===== src/hw/rtl/scmpwm_pkg.sv =====
package scmpwm_pkg;

    localparam logic [15:0] RESET_WIDTH  = 16'd2000;
    localparam logic [15:0] PERIOD_RESET = 16'd39999;

    localparam logic KIND_TICK = 1'b0;
    localparam logic KIND_BYTE = 1'b1;

    localparam logic [7:0] CHAR_FRAME  = 8'h4D; // 'M'
    localparam logic [7:0] CHAR_COMMIT = 8'h3B; // ';'
    localparam logic [7:0] CHAR_QUERY  = 8'h3F; // '?'
    localparam logic [7:0] CHAR_FWD    = 8'h66; // 'f'
    localparam logic [7:0] CHAR_BACK   = 8'h62; // 'b'
    localparam logic [7:0] CHAR_LEFT   = 8'h6C; // 'l'
    localparam logic [7:0] CHAR_RIGHT  = 8'h72; // 'r'
    localparam logic [7:0] CHAR_HALT   = 8'h68; // 'h'

    localparam logic [3:0] MOTOR_FWD   = 4'b1010;
    localparam logic [3:0] MOTOR_BACK  = 4'b0101;
    localparam logic [3:0] MOTOR_LEFT  = 4'b1000;
    localparam logic [3:0] MOTOR_RIGHT = 4'b0010;
    localparam logic [3:0] MOTOR_HALT  = 4'b0000;

    localparam logic [7:0] REPLY_BYTE = 8'd1;

    typedef enum logic [2:0] {
        ST_IDLE,
        ST_CMP,
        ST_EMIT,
        ST_REPLY,
        ST_QUERY
    } state_t;

    typedef enum logic [1:0] {
        CLS_TICK,
        CLS_PLAIN,
        CLS_REPLY,
        CLS_QUERY
    } item_class_t;

    typedef struct packed {
        logic tick_step;
        logic tick_cmp;
        logic take_byte;
        logic query_start;
        logic emit;
        logic reply;
        logic query_beat;
    } cmd_t;

    typedef struct packed {
        item_class_t item_class;
        logic        out_free;
        logic        query_last;
    } stat_t;

endpackage


===== src/hw/rtl/scmpwm_ctrl.sv =====
module scmpwm_ctrl
    import scmpwm_pkg::*;
(
    input  logic  clk,
    input  logic  rst_n,
    input  logic  s_tvalid,
    output logic  s_tready,
    input  stat_t stat,
    output cmd_t  cmd
);

    state_t state_reg;
    state_t state_next;

    always_ff @(posedge clk or negedge rst_n)
    begin
        if (!rst_n)
        begin
            state_reg <= ST_IDLE;
        end
        else
        begin
            state_reg <= state_next;
        end
    end

    always_comb
    begin
        state_next = state_reg;
        cmd        = '0;
        s_tready   = 1'b0;
        case (state_reg)
            ST_IDLE:
            begin
                s_tready = 1'b1;
                if (s_tvalid)
                begin
                    case (stat.item_class)
                        CLS_TICK:
                        begin
                            cmd.tick_step = 1'b1;
                            state_next    = ST_CMP;
                        end
                        CLS_QUERY:
                        begin
                            cmd.take_byte   = 1'b1;
                            cmd.query_start = 1'b1;
                            state_next      = ST_QUERY;
                        end
                        CLS_REPLY:
                        begin
                            cmd.take_byte = 1'b1;
                            state_next    = ST_REPLY;
                        end
                        default:
                        begin
                            cmd.take_byte = 1'b1;
                            state_next    = ST_EMIT;
                        end
                    endcase
                end
            end
            ST_CMP:
            begin
                cmd.tick_cmp = 1'b1;
                state_next   = ST_EMIT;
            end
            ST_EMIT:
            begin
                if (stat.out_free)
                begin
                    cmd.emit   = 1'b1;
                    state_next = ST_IDLE;
                end
            end
            ST_REPLY:
            begin
                if (stat.out_free)
                begin
                    cmd.emit   = 1'b1;
                    cmd.reply  = 1'b1;
                    state_next = ST_IDLE;
                end
            end
            ST_QUERY:
            begin
                if (stat.out_free)
                begin
                    cmd.query_beat = 1'b1;
                    if (stat.query_last)
                    begin
                        state_next = ST_IDLE;
                    end
                end
            end
            default:
            begin
                state_next = ST_IDLE;
            end
        endcase
    end

    // query beats only while the output stage can take them
    assert property (@(posedge clk) disable iff (!rst_n)
        cmd.query_beat |-> stat.out_free)
        else $error("query beat issued into a full output stage");

    // an item is taken only from idle
    assert property (@(posedge clk) disable iff (!rst_n)
        (cmd.take_byte || cmd.tick_step) |-> (state_reg == ST_IDLE && s_tvalid))
        else $error("item taken outside idle");

    // a tick always compares on the following cycle
    assert property (@(posedge clk) disable iff (!rst_n)
        cmd.tick_step |=> cmd.tick_cmp)
        else $error("tick compare skipped");

endmodule


===== src/hw/rtl/scmpwm_dp.sv =====
module scmpwm_dp
    import scmpwm_pkg::*;
#(
    parameter int NUM_CHANNELS = 16
)
(
    input  logic        clk,
    input  logic        rst_n,
    input  logic [7:0]  s_tdata,
    input  logic        s_tuser,
    output logic [31:0] m_tdata,
    output logic        m_tvalid,
    input  logic        m_tready,
    output logic        m_tlast,
    input  logic        cfg_valid,
    output logic        cfg_ready,
    input  logic [15:0] cfg_data,
    input  cmd_t        cmd,
    output stat_t       stat
);

    localparam int FRAME_LEN = 2 * NUM_CHANNELS;
    localparam int FIDX_W    = $clog2(FRAME_LEN + 1);
    localparam int CH_IW     = (NUM_CHANNELS > 1) ? $clog2(NUM_CHANNELS) : 1;
    localparam int Q_W       = CH_IW + 1;
    localparam logic [Q_W-1:0]    Q_LAST    = Q_W'(FRAME_LEN - 1);
    localparam logic [FIDX_W-1:0] FIDX_END  = FIDX_W'(FRAME_LEN);

    logic [15:0]             period_reg, period_next;
    logic [15:0]             counter_reg, counter_next;
    logic [15:0]             active_reg  [NUM_CHANNELS];
    logic [15:0]             active_next [NUM_CHANNELS];
    logic [15:0]             pending_reg [NUM_CHANNELS];
    logic [15:0]             pending_next[NUM_CHANNELS];
    logic [15:0]             recv_reg    [NUM_CHANNELS];
    logic [15:0]             recv_next   [NUM_CHANNELS];
    logic                    pend_valid_reg, pend_valid_next;
    logic [7:0]              held_reg, held_next;
    logic                    frame_reg, frame_next;
    logic [FIDX_W-1:0]       fidx_reg, fidx_next;
    logic [NUM_CHANNELS-1:0] levels_reg, levels_next;
    logic [3:0]              motor_reg, motor_next;
    logic [Q_W-1:0]          qidx_reg, qidx_next;
    logic                    out_valid_reg, out_valid_next;
    logic [31:0]             out_data_reg, out_data_next;
    logic                    out_last_reg, out_last_next;

    logic [15:0] levels16;
    logic [15:0] query_word;
    logic [7:0]  query_byte;

    always_comb
    begin
        levels16 = '0;
        for (int i = 0; i < NUM_CHANNELS && i < 16; i++)
        begin
            levels16[i] = levels_reg[i];
        end
    end

    assign query_word = recv_reg[qidx_reg[CH_IW:1]];
    assign query_byte = qidx_reg[0] ? query_word[7:0] : query_word[15:8];

    always_comb
    begin
        if (s_tuser == KIND_TICK)
        begin
            stat.item_class = CLS_TICK;
        end
        else if (frame_reg)
        begin
            stat.item_class = CLS_PLAIN;
        end
        else if (s_tdata == CHAR_QUERY)
        begin
            stat.item_class = CLS_QUERY;
        end
        else if (s_tdata inside {CHAR_FWD, CHAR_BACK, CHAR_LEFT, CHAR_RIGHT, CHAR_HALT})
        begin
            stat.item_class = CLS_REPLY;
        end
        else
        begin
            stat.item_class = CLS_PLAIN;
        end
    end

    assign stat.out_free   = !out_valid_reg || m_tready;
    assign stat.query_last = (qidx_reg == Q_LAST);

    always_comb
    begin
        period_next     = period_reg;
        counter_next    = counter_reg;
        active_next     = active_reg;
        pending_next    = pending_reg;
        recv_next       = recv_reg;
        pend_valid_next = pend_valid_reg;
        held_next       = held_reg;
        frame_next      = frame_reg;
        fidx_next       = fidx_reg;
        levels_next     = levels_reg;
        motor_next      = motor_reg;
        qidx_next       = qidx_reg;
        out_valid_next  = out_valid_reg && !m_tready;
        out_data_next   = out_data_reg;
        out_last_next   = out_last_reg;

        if (cfg_valid)
        begin
            period_next = cfg_data;
        end

        if (cmd.tick_step)
        begin
            if (counter_reg >= period_reg)
            begin
                counter_next = '0;
                levels_next  = '1;
                if (pend_valid_reg)
                begin
                    active_next     = pending_reg;
                    pend_valid_next = 1'b0;
                end
            end
            else
            begin
                counter_next = counter_reg + 16'd1;
            end
        end

        if (cmd.tick_cmp)
        begin
            for (int i = 0; i < NUM_CHANNELS; i++)
            begin
                if (active_reg[i] == counter_reg)
                begin
                    levels_next[i] = 1'b0;
                end
            end
        end

        if (cmd.take_byte)
        begin
            if (frame_reg)
            begin
                if (fidx_reg < FIDX_END)
                begin
                    if (!fidx_reg[0])
                    begin
                        held_next = s_tdata;
                    end
                    else
                    begin
                        recv_next[fidx_reg[CH_IW:1]] = {held_reg, s_tdata};
                    end
                    fidx_next = fidx_reg + FIDX_W'(1);
                end
                else
                begin
                    frame_next = 1'b0;
                    fidx_next  = '0;
                    if (s_tdata == CHAR_COMMIT)
                    begin
                        pending_next    = recv_reg;
                        pend_valid_next = 1'b1;
                    end
                end
            end
            else
            begin
                case (s_tdata)
                    CHAR_FRAME:
                    begin
                        frame_next = 1'b1;
                        fidx_next  = '0;
                    end
                    CHAR_FWD:   motor_next = MOTOR_FWD;
                    CHAR_BACK:  motor_next = MOTOR_BACK;
                    CHAR_LEFT:  motor_next = MOTOR_LEFT;
                    CHAR_RIGHT: motor_next = MOTOR_RIGHT;
                    CHAR_HALT:  motor_next = MOTOR_HALT;
                    default:    motor_next = motor_reg;
                endcase
            end
        end

        if (cmd.query_start)
        begin
            qidx_next = '0;
        end

        if (cmd.emit)
        begin
            out_valid_next = 1'b1;
            out_last_next  = 1'b1;
            out_data_next  = {3'b000, (cmd.reply ? REPLY_BYTE : 8'd0), cmd.reply,
                              motor_reg, levels16};
        end

        if (cmd.query_beat)
        begin
            out_valid_next = 1'b1;
            out_last_next  = stat.query_last;
            out_data_next  = {3'b000, query_byte, 1'b1, motor_reg, levels16};
            qidx_next      = qidx_reg + Q_W'(1);
        end
    end

    always_ff @(posedge clk or negedge rst_n)
    begin
        if (!rst_n)
        begin
            period_reg     <= PERIOD_RESET;
            counter_reg    <= '0;
            for (int i = 0; i < NUM_CHANNELS; i++)
            begin
                active_reg[i]  <= RESET_WIDTH;
                pending_reg[i] <= RESET_WIDTH;
                recv_reg[i]    <= RESET_WIDTH;
            end
            pend_valid_reg <= 1'b0;
            held_reg       <= '0;
            frame_reg      <= 1'b0;
            fidx_reg       <= '0;
            levels_reg     <= '1;
            motor_reg      <= '0;
            qidx_reg       <= '0;
            out_valid_reg  <= 1'b0;
        end
        else
        begin
            period_reg     <= period_next;
            counter_reg    <= counter_next;
            active_reg     <= active_next;
            pending_reg    <= pending_next;
            recv_reg       <= recv_next;
            pend_valid_reg <= pend_valid_next;
            held_reg       <= held_next;
            frame_reg      <= frame_next;
            fidx_reg       <= fidx_next;
            levels_reg     <= levels_next;
            motor_reg      <= motor_next;
            qidx_reg       <= qidx_next;
            out_valid_reg  <= out_valid_next;
        end
    end

    always_ff @(posedge clk)
    begin
        out_data_reg <= out_data_next;
        out_last_reg <= out_last_next;
    end

    assign cfg_ready = 1'b1;
    assign m_tvalid  = out_valid_reg;
    assign m_tdata   = out_data_reg;
    assign m_tlast   = out_last_reg;

    // beats without a reply byte are always the single result of their item
    assert property (@(posedge clk) disable iff (!rst_n)
        (out_valid_reg && !out_data_reg[20]) |-> out_last_reg)
        else $error("non-reply beat not marked last");

    assert property (@(posedge clk) disable iff (!rst_n)
        fidx_reg <= FIDX_END)
        else $error("frame index past end of frame");

    assert property (@(posedge clk) disable iff (!rst_n)
        !frame_reg |-> (fidx_reg == '0))
        else $error("frame index nonzero outside a frame");

    // a wrap with a committed update always consumes it
    assert property (@(posedge clk) disable iff (!rst_n)
        (cmd.tick_step && pend_valid_reg && counter_reg >= period_reg) |=> !pend_valid_reg)
        else $error("committed update not applied at wrap");

endmodule


===== src/hw/rtl/serial_commanded_multichannel_pwm.sv =====
// Tick: after accept, the counter steps, the levels are compared, then the result is loaded
// into the output register once it is free (counter step, compare, emit). Command byte: the
// result is loaded once the output register is free; '?' gives 2*NUM_CHANNELS beats, one per
// cycle while m_tready is high. One item in flight: the next item is taken once the previous
// result is loaded into the output register.
// rst_n (async, active low) loads period 39999, widths 2000, all channels high, motor lines off.
module serial_commanded_multichannel_pwm
    import scmpwm_pkg::*;
#(
    parameter int NUM_CHANNELS = 16
)
(
    input  logic        clk,
    input  logic        rst_n,
    input  logic        s_tvalid,
    output logic        s_tready,
    input  logic [7:0]  s_tdata,  // rx_byte[7:0]
    input  logic        s_tuser,  // kind[0]
    output logic        m_tvalid,
    input  logic        m_tready,
    output logic [31:0] m_tdata,  // channel_levels[15:0], motor_drive[19:16], tx_valid[20],
                                  // tx_byte[28:21], zero[31:29]
    output logic        m_tlast,
    input  logic        cfg_valid,
    output logic        cfg_ready,
    input  logic [15:0] cfg_data
);

    cmd_t  cmd;
    stat_t stat;

    scmpwm_ctrl u_ctrl (
        .clk      (clk),
        .rst_n    (rst_n),
        .s_tvalid (s_tvalid),
        .s_tready (s_tready),
        .stat     (stat),
        .cmd      (cmd)
    );

    scmpwm_dp #(
        .NUM_CHANNELS (NUM_CHANNELS)
    ) u_dp (
        .clk       (clk),
        .rst_n     (rst_n),
        .s_tdata   (s_tdata),
        .s_tuser   (s_tuser),
        .m_tdata   (m_tdata),
        .m_tvalid  (m_tvalid),
        .m_tready  (m_tready),
        .m_tlast   (m_tlast),
        .cfg_valid (cfg_valid),
        .cfg_ready (cfg_ready),
        .cfg_data  (cfg_data),
        .cmd       (cmd),
        .stat      (stat)
    );

endmodule


===== config.mk =====
export PLATFORM = sky130hd
export DESIGN_NAME = serial_commanded_multichannel_pwm
export DESIGN_NICKNAME = d
export VERILOG_FILES = /design/src/hw/rtl/scmpwm_pkg.sv /design/src/hw/rtl/scmpwm_ctrl.sv /design/src/hw/rtl/scmpwm_dp.sv /design/src/hw/rtl/serial_commanded_multichannel_pwm.sv
export SDC_FILE = /design/constraint.sdc
export NUM_CORES = 1
export LEC_CHECK = 0
export ABC_CLOCK_PERIOD_IN_PS = 4430
export BUFFER_PORTS_ARGS = -buffer_cell sky130_fd_sc_hd__buf_2
export CORE_ASPECT_RATIO = 0.6
export CORE_MARGIN = 2
export CORE_UTILIZATION = 55
export CTS_CLUSTER_DIAMETER = 60
export DETAILED_ROUTE_END_ITERATION = 16
export HOLD_SLACK_MARGIN = 0.12
export PLACE_DENSITY = 0.69
export SLEW_MARGIN = 5
export SYNTH_ARGS = -nofsm -noshare
export SYNTH_HDL_FRONTEND = slang
export SYNTH_SLANG_ARGS = --single-unit

===== constraint.sdc =====
create_clock -name clk -period 4.43 [get_ports clk]
set_clock_uncertainty 0.15 [all_clocks]
set_input_delay 0.2215 -clock clk [delete_from_list [all_inputs] [get_ports clk]]
set_output_delay 0.2215 -clock clk [all_outputs]
set_load 0.005 [all_outputs]

Word level (Yosys, flattened, before mapping)
Cells that the tools add are included.
{"block": "totals", "regBits": 875, "latchBits": 0, "ramBits": 0, "rom_bits": 0, "in_bits": 30, "out_inout_bits": 36, "word_cells": 202, "n_memories": 0}
{"block": "classes", "addsub": 3, "mul": 0, "n_div": 0, "n_lt_le_gt_ge": 5, "n_eq_ne": 35, "shifts": 0, "n_mux": 73, "bitwise": 5, "n_reduce_logical": 19}
{"op": "256-bit bitwise mux", "n": 1}
{"op": "16-bit equality test", "n": 16}
{"op": "16-bit 2-to-1 mux", "n": 7}
{"op": "16-bit binary-select mux with 4-bit select", "n": 1}
{"op": "16-bit demux with 4-bit select", "n": 1}
{"op": "29-bit 2-to-1 mux", "n": 2}
{"op": "8-bit by 7-bit equality test with 1-bit output, second input constant", "n": 6}
{"op": "1-bit 2-to-1 mux", "n": 40}
{"op": "4-bit one-hot mux with 5 select lines", "n": 1}
{"op": "6-bit 2-to-1 mux", "n": 3}
{"op": "16-bit by 1-bit adder with 16-bit output, second input constant", "n": 1}
{"op": "8-bit by 6-bit equality test with 1-bit output, second input constant", "n": 2}
{"op": "16-bit >= comparator", "n": 1}
{"op": "4-bit AND reduction", "n": 4}
{"op": "2-bit 2-to-1 mux", "n": 7}
{"op": "3-bit 2-to-1 mux", "n": 4}
{"op": "3-bit one-hot mux with 4 select lines", "n": 1}
{"op": "5-bit >= comparator, second input constant", "n": 2}
{"op": "5-bit 2-to-1 mux", "n": 2}
{"op": "4-bit NOT with 5-bit output", "n": 2}
{"op": "3-bit one-hot mux with 3 select lines", "n": 1}
{"op": "8-bit 2-to-1 mux", "n": 1}
{"op": "6-bit by 1-bit adder with 6-bit output, second input constant", "n": 1}
{"op": "3-bit by 2-bit equality test with 1-bit output, second input constant", "n": 2}
{"op": "other kinds (21)", "n": 31}

Longest topological paths before layout
{"block": "logic_depth", "depth_word": 15, "ltp_mapped": 13, "mapped_depth_nobuf": 10}

Modules after synthesis
A second synthesis with hierarchy kept.
{"block": "hier_totals", "hier_cells": 2700, "hier_area_um2": 39201.3}
{"mod": "scmpwm_dp", "n_inst": 1, "cells_per_inst": 2669, "area_each_um2": 38906.1, "seq_area_each_um2": 22298.9}
{"mod": "scmpwm_ctrl", "n_inst": 1, "cells_per_inst": 31, "area_each_um2": 295.3, "seq_area_each_um2": 75.1}

Worst setup path after synthesis
No wires, ideal clock.
{"block": "synth_timing", "path_kind": "register to register", "from": "register u_dp.counter_reg[0]", "to": "register u_dp.active_reg[0] in the netlist's numbering", "setup_ns": 0.125, "t_arrival_ns": 3.151, "t_required_ns": 4.155, "slack_ns": 1.005, "stages_incl_launch_ff": 12, "n_path_buf": 4, "synth_period_minus_slack_ns": 3.425, "path_cell_list": "dfrtp_1 -> clkbuf_1 -> buf_1 -> inv_1 -> ha_1 -> nand2b_1 -> a2111o_1 -> a32oi_1 -> a211oi_1 -> clkbuf_1 -> buf_2 -> mux2_2"}
{"block": "synth_between", "elab_chain_len": 2}
{"item": "start, declared", "line_no": "scmpwm_dp.sv:30", "text": "logic [15:0] counter_reg, counter_next;"}
{"item": "start signal, assigned", "line_no": "scmpwm_dp.sv:234", "text": "counter_reg <= counter_next;"}
{"item": "16-bit >= comparator", "line_no": "scmpwm_dp.sv:116", "text": "if (counter_reg >= period_reg)"}
{"item": "3-bit AND reduction (no line)"}
{"item": "end signal, assigned", "line_no": "scmpwm_dp.sv:235", "text": "active_reg <= active_next;"}
{"item": "end, declared", "line_no": "scmpwm_dp.sv:31", "text": "logic [15:0] active_reg [NUM_CHANNELS];"}
No other way between the ends.
A chain may end at the register's enable or synchronous reset.

Final worst setup path
{"block": "layout_timing", "from": "input s_tdata[0]", "to": "register u_dp.recv_reg[112] in the netlist's numbering"}
{"block": "layout_between", "elab_chain_len": 11, "elab_cells_between_ends": 17, "classes_between": "eq/ne (6); mux (8); reduce/logical (3)"}
{"item": "start, declared", "line_no": "serial_commanded_multichannel_pwm.sv:17", "text": "input logic [7:0] s_tdata,"}
{"item": "8-bit by 7-bit equality test with 1-bit output", "line_no": "scmpwm_dp.sv:78", "text": "else if (s_tdata inside {CHAR_FWD, CHAR_BACK, CHAR_LEFT, CHAR_RIGHT, CHAR_HALT})"}
{"item": "5-bit nonzero test (no line)"}
{"item": "2-bit 2-to-1 mux", "line_no": "scmpwm_dp.sv:78"}
{"item": "2-bit 2-to-1 mux", "line_no": "scmpwm_dp.sv:74", "text": "else if (s_tdata == CHAR_QUERY)"}
{"item": "2-bit 2-to-1 mux", "line_no": "scmpwm_dp.sv:70", "text": "else if (frame_reg)"}
{"item": "2-bit 2-to-1 mux", "line_no": "scmpwm_dp.sv:66", "text": "if (s_tuser == KIND_TICK)"}
{"item": "2-bit zero test", "line_no": "scmpwm_ctrl.sv:38", "text": "case (stat.item_class)"}
{"item": "1-bit 2-to-1 mux", "line_no": "scmpwm_ctrl.sv:38"}
{"item": "2-bit 2-to-1 mux", "line_no": "scmpwm_ctrl.sv:36", "text": "if (s_tvalid)"}
{"item": "2-bit 2-to-1 mux", "line_no": "scmpwm_ctrl.sv:32", "text": "case (state_reg)"}
{"item": "4-bit AND reduction (no line)"}
{"item": "end signal, assigned", "line_no": "scmpwm_dp.sv:237", "text": "recv_reg <= recv_next;"}
{"item": "end, declared", "line_no": "scmpwm_dp.sv:35", "text": "logic [15:0] recv_reg [NUM_CHANNELS];"}
Parallel ways exist; a longest one is shown, timed or not.

==> metrics.md <==
| Metric | Value |
|---|---|
| Sink Count | 873 |
| Non-Filler Instances | 3,716 |
| Critical path's slowest cell | or3b_1 |
| DRT iter0 DRCs | 1,816 |
| H-tree Lvls | 3 |
| Tcrit/Tclk final | 85.5% |
| Final antenna-violating net count | 0 |
| Mapped Cells | 2,610 |
| Largest net degree at the start of global routing | 112 |
| Core footprint | 69,800 um^2 |
| Top sig layer | met5 |
| CTS tree | yes |
| Post-synth EDFFs | 28 |
| Met3 wire len | 10.0 mm |
| GRT overflow | 0 |
| Routed len/inst | 28.6 um |
| Total track usage | 30.0% |
| Status | finished, final reports clean |
| FF+latch area | 22,400 um^2 |
| Cell variety after synth | 66 |
| Fin Setup TNS | 0 ns |
| Async SR Flop Fraction | 96.7% |
| Max-slew violation count | 0 |
| Placed cell count | 3,510 |
| Via count | 22,713 |
| Starting Density | 55.5% |
| Initial antenna violation count | 13 |
| Critical path class | input port to register |
| Seq/Total Area, Yosys | 57.8% |
| PostCTS Resize Cnt | 0 |
| Critical Path RT | 4.79 ns |
| Vias in the first global route | 23,663 |
| I/O pin total | 66 |
| Critical path startpoint category | input port |
| P per Cell Area | 411 nW/um^2 |
| Commonest non-fill, non-tap cell in the layout | mux2_2 |
| Reg2reg setup slack | 1.10 ns |
| Footprint of the multi-input gates | 15,500 um^2 |
| Share of cells above drive strength 1 | 52.1% |
| Crit path DAT | 4.15 ns |
| RSZ-0062 raised after global routing | no |
| Post-detail-place hpwl | 69.1 mm |
| Iteration count of the initial detailed-routing pass | 6 |
| Clk root buf | clkbuf_16 |
| Crit path max fanout | 20 |
| Slew headroom | 11.7% |
| Clock transition at the registers of the reported paths | 0.06 ns |
| Die width | 347 um |
| LEAKAGE | 0.0203 uW |
| Worst hold path type | input port to async pin |
| Hold Vio Cnt, Final | 0 |
| Main synth FF type | dfrtp_1 |
| Metal2 WL | 44.5 mm |
| Post-CTS setup buffer count | 0 |
| Vias per inst | 6.11 |
| R2r endpoint | u_dp.m_tdata[24] |
| WHS | 0.0629 ns |
| Mapped cell area | 38,700 um^2 |
| Tmin final | 3.79 ns |
| Die ar. | 72,600 um^2 |
| Peak supply drop | 0.259 mV |
| Setup violations, final | 0 |
| Final-layout fill cell count | 5,144 |
| RR Startpoint | u_dp.qidx_reg[1] |
| Die span in y | 210 um |
| Layout net count | 2,779 |
| Area growth syn-to-layout | 12.6% |
| Port bufs | 61 |
| Most frequent cells in the layout | mux2_2, dfrtp_1, dfstp_2 |
| F_max | 264 MHz |
| Met1 Wirelength | 48.7 mm |
| Yosys warns | 0 |
| Slowest Stage Delay on Critical Path | 0.57 ns |
| DRC viols | 0 |
| Routed WL | 106 mm |
| Clk Latency, worst-skew pair | 0.64 ns |
| Row cnt | 75 |
| Register bit count reported by yosys | 873 |
| CP Capture Type | register |
| Worst reg2reg path depth | 4 |
| First-pass GRT wire length | 159 mm |
| Max Cap Viol | 0 |
| RePlAce Congestion | 0.916 |
| Actual slew at the worst max-slew pin | 1.31 ns |
| TritonCTS Buffers | 79 |
| Clock buffer depth | 3 |
| Syn Area/Cell | 14.8 um^2 |
| Cell Chain, Critical Path | dlygate4sd3_1 > buf_2 > nand4bb_1 > or2_2 > nand2_1 > nand3b_1 > ha_1 > and4b_1 > or3b_1 > nor2_4 > buf_4 > mux2_2 |
==> per-layer routing <==
layer	track usage, %	up-vias
met1	44.4	12194
met2	42.1	763
met4	8.82	2
li1	-	9590
met3	9.89	164
met5	0	-
==> cell type report <==
| cell class | instances | share of cell area [%] |
|---|---|---|
| Antenna cell | 3 | 0.0172 |
| Clock buffer | 126 | 5.45 |
| Clock inverter | 17 | 0.496 |
| Inverter | 25 | 0.215 |
| Multi-Input combinational cell | 1539 | 35.6 |
| Sequential cell | 873 | 51.3 |
| Tap cell | 924 | 2.65 |
| Timing Repair Buffer | 209 | 4.22 |
==> synth_stat cells (all sizes together), types with 2 or more instances <==
master  instances  area, um^2
mux2          780        8820
dfrtp         530       13300
dfstp         314        8250
xor2          210        1840
buf            98         504
mux4           78        1760
clkbuf         77         289
xnor2          53         464
nand2          52         195
nand4          41         257
nor3           38         206
nor4           37         231
nor2           34         150
o21ai          33         165
edfxtp         28         841
inv            25        93.8
and2           24         150
ha             22         275
nand3          18        90.1
o21a           17         128
a22o           11        96.3
a21oi           9        45.0
a31oi           8        50.1
nand2b          7        43.8
nand3b          6        45.0
nor3b           6        45.0
a21o            4        30.0
and3            4        25.0
and4            4        35.0
nor2b           4        25.0
o22ai           4        25.0
or2             3        18.8
or3             3        18.8
a211oi          2        15.0
a41oi           2        17.5
conb            2        7.51
nand4b          2        17.5
o311ai          2        17.5
or3b            2        17.5
==> worst max-delay path: cells and delay by family <==
family / cells / cell delay (ns)
simple gates: 7 / 2.01
fa+ha+maj: 1 / 0.33
buf+inv: 3 / 1.18
mux: 1 / 0.38
==> worst max-delay path by stage <==
stage	from	to	slack, ns
after floorplan	u_dp.counter_reg[0]	u_dp.active_reg[0]	1.00
after global placement	s_tdata[0]	u_dp.recv_reg[187]	0.71
after detailed placement	s_tdata[7]	u_dp.recv_reg[191]	0.65
after CTS	s_tdata[0]	u_dp.recv_reg[112]	0.71
after global routing	s_tdata[0]	u_dp.recv_reg[240]	0.48
final	s_tdata[0]	u_dp.recv_reg[112]	0.64
==> through the flow <==
step / utilization (%) / instance area (um^2) / setup slack [ns] / total power (uW)
CTS: 62.5 / 43600 / 0.712 / 18000
detailed placement: 57.9 / 40400 / 0.651 / 11000
finish: 62.5 / 43600 / 0.641 / 17900
floorplan: - / 38700 / 1.00 / 9840
global placement: 57.9 / 40400 / 0.708 / 11000
global route: 62.5 / 43600 / 0.480 / 18600
==> logic make-up after synthesis <==
| kind of cell | after synthesis | synth area share (%) |
|---|---|---|
| AOI/OAI and AO/OA | 101 | 1.72 |
| xor gates and xnor gates | 263 | 5.95 |
| adders and majority gates | 22 | 0.711 |
| buffers and inverters | 200 | 2.29 |
| DFF | 873 | 57.8 |
| muxes | 859 | 27.3 |
| other | 2 | 0.0194 |
| and+or+nand+nor | 290 | 4.22 |
==> where the power goes <==
group,internal [uW],switching (uW),leakage (uW)
sequential,8380,215,0.0109
clock,3980,3000,0.00126
combinational,767,1580,0.00815
==> repair_timing <==
| action | 4_1_cts | 5_1_grt |
|---|---|---|
| setup endpoints to repair | 0 | 0 |
| hold endpoints to repair | 188 | 0 |
| hold buffers | 60 | 0 |
Note: power is estimated with default switching activity, not from simulation.
